`src/hw/rtl/armv8_integer_execute_unit_core_assert.svh`:
```
// Assertion macros used by the execute unit core.
`ifndef ARMV8_INTEGER_EXECUTE_UNIT_CORE_ASSERT_SVH
`define ARMV8_INTEGER_EXECUTE_UNIT_CORE_ASSERT_SVH
`ifndef SYNTHESIS
`define A8IEU_ASSERT_NEVER(lbl, cond, msg) \
	lbl: assert property (@(posedge clk) disable iff (!arst_n) !(cond)) else $error(msg);
`define A8IEU_ASSERT_IMPLIES(lbl, ante, cons, msg) \
	lbl: assert property (@(posedge clk) disable iff (!arst_n) (ante) |-> (cons)) else $error(msg);
`define A8IEU_ASSERT_NEXT(lbl, ante, cons, msg) \
	lbl: assert property (@(posedge clk) disable iff (!arst_n) (ante) |=> (cons)) else $error(msg);
`else
`define A8IEU_ASSERT_NEVER(lbl, cond, msg)
`define A8IEU_ASSERT_IMPLIES(lbl, ante, cons, msg)
`define A8IEU_ASSERT_NEXT(lbl, ante, cons, msg)
`endif
`endif

```
`src/hw/rtl/a8ieu_pkg.sv`:
```
package a8ieu_pkg;

	localparam int XLEN = 64;
	localparam int REG_COUNT = 32;
	localparam int REG_IDX_W = $clog2(REG_COUNT);
	localparam logic [REG_IDX_W-1:0] ZR_IDX = REG_IDX_W'(REG_COUNT - 1);

	localparam logic [5:0] ACT_ADD   = 6'd0;
	localparam logic [5:0] ACT_SUB   = 6'd1;
	localparam logic [5:0] ACT_ADC   = 6'd2;
	localparam logic [5:0] ACT_SBC   = 6'd3;
	localparam logic [5:0] ACT_AND   = 6'd4;
	localparam logic [5:0] ACT_ORR   = 6'd5;
	localparam logic [5:0] ACT_EOR   = 6'd6;
	localparam logic [5:0] ACT_BIC   = 6'd7;
	localparam logic [5:0] ACT_NOT   = 6'd8;
	localparam logic [5:0] ACT_LSL   = 6'd9;
	localparam logic [5:0] ACT_LSR   = 6'd10;
	localparam logic [5:0] ACT_ASR   = 6'd11;
	localparam logic [5:0] ACT_ROR   = 6'd12;
	localparam logic [5:0] ACT_UDIV  = 6'd13;
	localparam logic [5:0] ACT_SDIV  = 6'd14;
	localparam logic [5:0] ACT_MOV   = 6'd15;
	localparam logic [5:0] ACT_MOVK  = 6'd16;
	localparam logic [5:0] ACT_MOVZ  = 6'd17;
	localparam logic [5:0] ACT_CSEL  = 6'd18;
	localparam logic [5:0] ACT_CCMP  = 6'd19;
	localparam logic [5:0] ACT_CCMN  = 6'd20;
	localparam logic [5:0] ACT_RBIT  = 6'd21;
	localparam logic [5:0] ACT_REV16 = 6'd22;
	localparam logic [5:0] ACT_REV32 = 6'd23;
	localparam logic [5:0] ACT_REV64 = 6'd24;
	localparam logic [5:0] ACT_CLZ   = 6'd25;
	localparam logic [5:0] ACT_CLS   = 6'd26;
	localparam logic [5:0] ACT_SBFX  = 6'd27;
	localparam logic [5:0] ACT_UBFX  = 6'd28;
	localparam logic [5:0] ACT_B     = 6'd29;
	localparam logic [5:0] ACT_BCOND = 6'd30;
	localparam logic [5:0] ACT_CBZ   = 6'd31;
	localparam logic [5:0] ACT_CBNZ  = 6'd32;
	localparam logic [5:0] ACT_BR    = 6'd33;

	typedef enum logic [1:0] {
		ST_IDLE,
		ST_EXEC,
		ST_DIV,
		ST_COMMIT
	} state_t;

	typedef struct packed {
		logic [XLEN-1:0] res;
		logic            dow;
		logic [3:0]      flags;
		logic            taken;
		logic [XLEN-1:0] tgt;
		logic            div_go;
		logic            div_neg;
		logic [XLEN-1:0] div_a;
		logic [XLEN-1:0] div_b;
	} alu_out_t;

	function automatic logic cond_holds(input logic [3:0] cond, input logic [3:0] f);
		logic r;
		r = 1'b0;
		unique case (cond[3:1])
			3'd0: r = f[2];
			3'd1: r = f[1];
			3'd2: r = f[3];
			3'd3: r = f[0];
			3'd4: r = f[1] & ~f[2];
			3'd5: r = (f[3] == f[0]);
			3'd6: r = (f[3] == f[0]) & ~f[2];
			default: r = 1'b1;
		endcase
		if (cond[3:1] == 3'd7)
			return 1'b1;
		return cond[0] ? ~r : r;
	endfunction

endpackage

```
`src/hw/rtl/a8ieu_div.sv`:
```
module a8ieu_div (
	input  logic                       clk,
	input  logic                       arst_n,
	input  logic                       start,
	input  logic [a8ieu_pkg::XLEN-1:0] dividend,
	input  logic [a8ieu_pkg::XLEN-1:0] divisor,
	output logic                       busy,
	output logic                       done,
	output logic [a8ieu_pkg::XLEN-1:0] quotient
);
	import a8ieu_pkg::*;

	localparam int CNT_W = $clog2(XLEN);

	logic [XLEN-1:0]  quo_q, rem_q, dvs_q;
	logic [CNT_W-1:0] cnt_q;
	logic             busy_q, done_q;
	logic [XLEN:0]    rem_sh, diff;

	assign rem_sh = {rem_q, quo_q[XLEN-1]};
	assign diff = rem_sh - {1'b0, dvs_q};

	always_ff @(posedge clk or negedge arst_n) begin
		if (!arst_n) begin
			busy_q <= 1'b0;
			done_q <= 1'b0;
			cnt_q <= '0;
		end else begin
			done_q <= 1'b0;
			if (start) begin
				busy_q <= 1'b1;
				cnt_q <= '0;
			end else if (busy_q) begin
				cnt_q <= cnt_q + 1'b1;
				if (cnt_q == CNT_W'(XLEN - 1)) begin
					busy_q <= 1'b0;
					done_q <= 1'b1;
				end
			end
		end
	end

	always_ff @(posedge clk) begin
		if (start) begin
			quo_q <= dividend;
			rem_q <= '0;
			dvs_q <= divisor;
		end else if (busy_q) begin
			if (!diff[XLEN]) begin
				rem_q <= diff[XLEN-1:0];
				quo_q <= {quo_q[XLEN-2:0], 1'b1};
			end else begin
				rem_q <= rem_sh[XLEN-1:0];
				quo_q <= {quo_q[XLEN-2:0], 1'b0};
			end
		end
	end

	assign busy = busy_q;
	assign done = done_q;
	assign quotient = quo_q;

endmodule

```
`config.mk`:
```
export PLATFORM = sky130hd
export DESIGN_NAME = a8ieu_div
export DESIGN_NICKNAME = d
export VERILOG_FILES = /design/src/hw/rtl/armv8_integer_execute_unit_core_assert.svh /design/src/hw/rtl/a8ieu_pkg.sv /design/src/hw/rtl/a8ieu_div.sv
export SDC_FILE = /design/constraint.sdc
export NUM_CORES = 1
export LEC_CHECK = 0
export BUFFER_PORTS_ARGS = -buffer_cell sky130_fd_sc_hd__buf_2
export CORE_AREA = 2 2 215 164
export DETAILED_ROUTE_END_ITERATION = 10
export DIE_AREA = 0 0 217 166
export SYNTH_ARGS = -nofsm -noshare
export SYNTH_HDL_FRONTEND = slang
export SYNTH_SLANG_ARGS = --single-unit
```
`constraint.sdc`:
```
create_clock -name clk -period 4.5 [get_ports clk]
set_clock_uncertainty 0.15 [all_clocks]
set_input_delay 0.9 -clock clk [delete_from_list [all_inputs] [get_ports clk]]
set_output_delay 0.9 -clock clk [all_outputs]
set_load 0.03 [all_outputs]
```
==> run summary <==
dominant synthesized flop cell: edfxtp_1
Clock Sinks: 200
clock-pin slew on the worst setup and hold paths: 0.08 ns
Vias/cell: 5.10
top post-synthesis cells by area: edfxtp_1, dfxtp_1, ha_1
Detailed Route Iter0 Violations: 668
most frequent cells after synthesis: edfxtp_1, nor2_1, inv_1, a21oi_1, nand2_1
Crit Path Class: flop to flop
worst rel slew slack: 0.343
first-pass GRT wire length: 47300 um
Worst Path Max Fanout: 15
grt total ovfl: 0
DR DRC count: 0
largest net degree at the start of global routing: 93
IR drop worst, VDD: 0.536 mV
DRT Wirelength: 29400 um
setup TNS: 0 ns
Ys Warns: 0
Final Max Slew Viols: 0
cells after synthesis: 1142
Synth Register Bits: 200
Avg Synthesized Cell Area: 10.3 um2
Final Cell Area: 13800 um2
dpl ws: 0.672 ns
final setup fails: 0
Resized Gates After CTS: 0
clock buffer depth: 2
combinational family with the most area after synthesis: compound AO/OA/AOI/OAI gates
post-synthesis mux area share: 0.0990
Post-CTS Setup Inserts: 0
die area: 36000 um2
CP top delay family: compound AO/OA/AOI/OAI gates
WP data required: 4.68 ns
Mapped Nets: 1339
# IOs: 197
cell taking the most area after synthesis: edfxtp_1
Placed Area: 13100 um2
final worst-path cycle share: 0.864
P_leak: 5.95 nW
GRT Total Usage: 0.165
min Tclk post-route: 3.89 ns
Synth top area share: 0.328
chip height: 166 um
Critical Path AT: 4.07 ns
IO buf count: 196
total of max-cap violations: 0
critical-path cell list: inv_1 > ha_1 > fa_1 > nand2b_1 > a21oi_1 > o21ai_0 > a211o_1 > a21oi_2 > nor3_2 > o21ai_2 > o21a_1 > o211a_1 > buf_4 > nor3_1 > a2111oi_0
Die X: 217 um
critical path capture point type: flop
core area: 34100 um2
XOR/XNOR Fraction of Synth Area: 0.0464
fill cell count: 3409
Avg WL per Cell: 16.5 um
post-synthesis sequential area ratio: 0.455
CTS Buf Count: 17
element type at the critical path start: flop
PnR worst setup slack: 0.611 ns
top-count cell post-synth: edfxtp_1
slowest CP cell: fa_1
Post-DRT Antenna Nets: 0
CTS tree: yes
Fmax: 257 MHz
Final nets: 1508
Rows: 59
H-tree depth: 4
vias in the first global route: 8763
hold crit path type: input port to asynchronous set/reset pin
Worst-Margin Slew: 0.984 ns
Root Driver: clkbuf_16
Tot Pwr: 0.00807 W
detailed-router iteration count before antenna repair: 5
pwr/cell area: 586 nW/um2
Slowest Stage Delay on Critical Path: 0.39 ns
Distinct cells, synth: 65
RD Place Congestion: 0.870
Post-Syn Area: 11700 um2
Synth Area in Compound Gates: 0.164
worst skew pair latency: 0.47 ns
Hold Vio Cnt, Final: 0
area delta synth->final: 17.5%
post-synthesis adder-cell area fraction: 0.0711
vias: 9106
Worst R2R Setup Slack: 0.61 ns
EDFF count, synth: 128
layout cells sized above 1: 0.245
Starting Density: 0.343
CTS Hold Bufs: 0
Post-synth ARST share: 0.0400
run status: completed
DP HPWL: 21300 um
initial antenna violation count: 5
Simple-Gate Fraction of Synth Area: 0.115
critical path buffer and inverter count: 2
unrepaired setup endpoints after global routing: false
-- final cells by class --
type	instances	area, um2	area share
multi-input combinational	804	5810	0.422
sequential	200	5330	0.387
timing repair buffer	207	1110	0.0805
tap	457	572	0.0415
clock buffer	17	425	0.0309
inverter	81	304	0.0221
clock inverter	15	205	0.0149
antenna	4	10.0	0.000727
-- final timing paths --
path	from	to	depth (start not counted)
worst min register to register	rem_q[22]$_SDFFE_PP0P_	rem_q[22]$_SDFFE_PP0P_	2
worst min-delay path	arst_n	cnt_q[0]$_DFFE_PN0P_	1
min in group clk	rem_q[22]$_SDFFE_PP0P_	rem_q[22]$_SDFFE_PP0P_	2
worst max-delay path	quotient[63]$_DFFE_PP_	rem_q[60]$_SDFFE_PP0P_	15
max in group asynchronous	arst_n	busy$_DFF_PN0_	1
worst max register to register	quotient[63]$_DFFE_PP_	rem_q[60]$_SDFFE_PP0P_	15
-- cell families (layout without fill, tap and decap cells) --
family / after synthesis / after routing
simple gates: 288 / 288
compound gates: 280 / 280
flops: 200 / 200
buf+inv: 138 / 320
mux: 108 / 108
fa+ha+maj: 66 / 66
xor+xnor: 62 / 62
other cells: 0 / 4
-- stage by stage --
stage          utilization  hold slack, ns  cells
2_1_floorplan            -           0.312   1142
3_3_place_gp         0.385           0.335   1749
3_5_place_dp         0.385           0.338   1749
4_1_cts              0.403          0.0961   1781
5_1_grt              0.403           0.104   1784
6_report             0.404           0.117   1785
-- registers in the layout (all words and copies together), names as in the netlist --
| register | cells |
|---|---|
| dvs_q | 64 |
| quotient | 64 |
| rem_q | 64 |
| cnt_q | 6 |
| busy | 1 |
| done | 1 |
-- worst reg2reg max path, cell delays in order, from the launching register on --
cell	delay [ns]
edfxtp_1	0.37
inv_1	0.05
ha_1	0.22
fa_1	0.39
nand2b_1	0.19
a21oi_1	0.18
o21ai_0	0.25
a211o_1	0.37
a21oi_2	0.21
nor3_2	0.08
o21ai_2	0.24
o21a_1	0.24
o211a_1	0.20
buf_4	0.21
nor3_1	0.07
a2111oi_0	0.36
-- report_power, final --
part	internal [W]	switching, W	leakage [nW]
clock	0.000777	0.000866	0.306
combinational	0.00167	0.00218	3.71
sequential	0.00232	0.000256	1.93
-- cell usage in the layout (no fill, tap or decap), types with 8 or more instances in the layout --
master     synthesis  routed
nor2b_1           13      13
buf_4              3       8
nand3_1           35      35
or3_1              9       9
edfxtp_1         128     128
a21oi_1           75      75
mux2i_1           45      45
xnor2_1           38      38
and2_1             8       8
o21bai_1           9       9
o21a_1             8       8
a311oi_1           8       8
nand4_1           20      20
inv_1             81      80
mux2_2            63      63
o211ai_1          11      11
buf_2              6     195
a21o_1            27      27
xor2_1            24      24
nand2_1           71      71
ha_1              65      65
nor3_1            10      10
clkbuf_16          0      17
o21ai_0           39      39
nor2_1            92      91
nand2b_1          13      13
dfxtp_1           64      64
a211oi_1          46      46
-- metal layers --
metal  routed length (um)  share of wire  vias to the layer above  global-route usage
met5                    7        0.00024                        -                   0
met4                  366          0.012                        2              0.0411
met3                 1500          0.051                       21              0.0390
met2                12800           0.43                      182               0.241
met1                14800           0.50                     4363               0.243
li1                     -              -                     4538                   -
No activity file was read; power rests on OpenSTA's default activity.
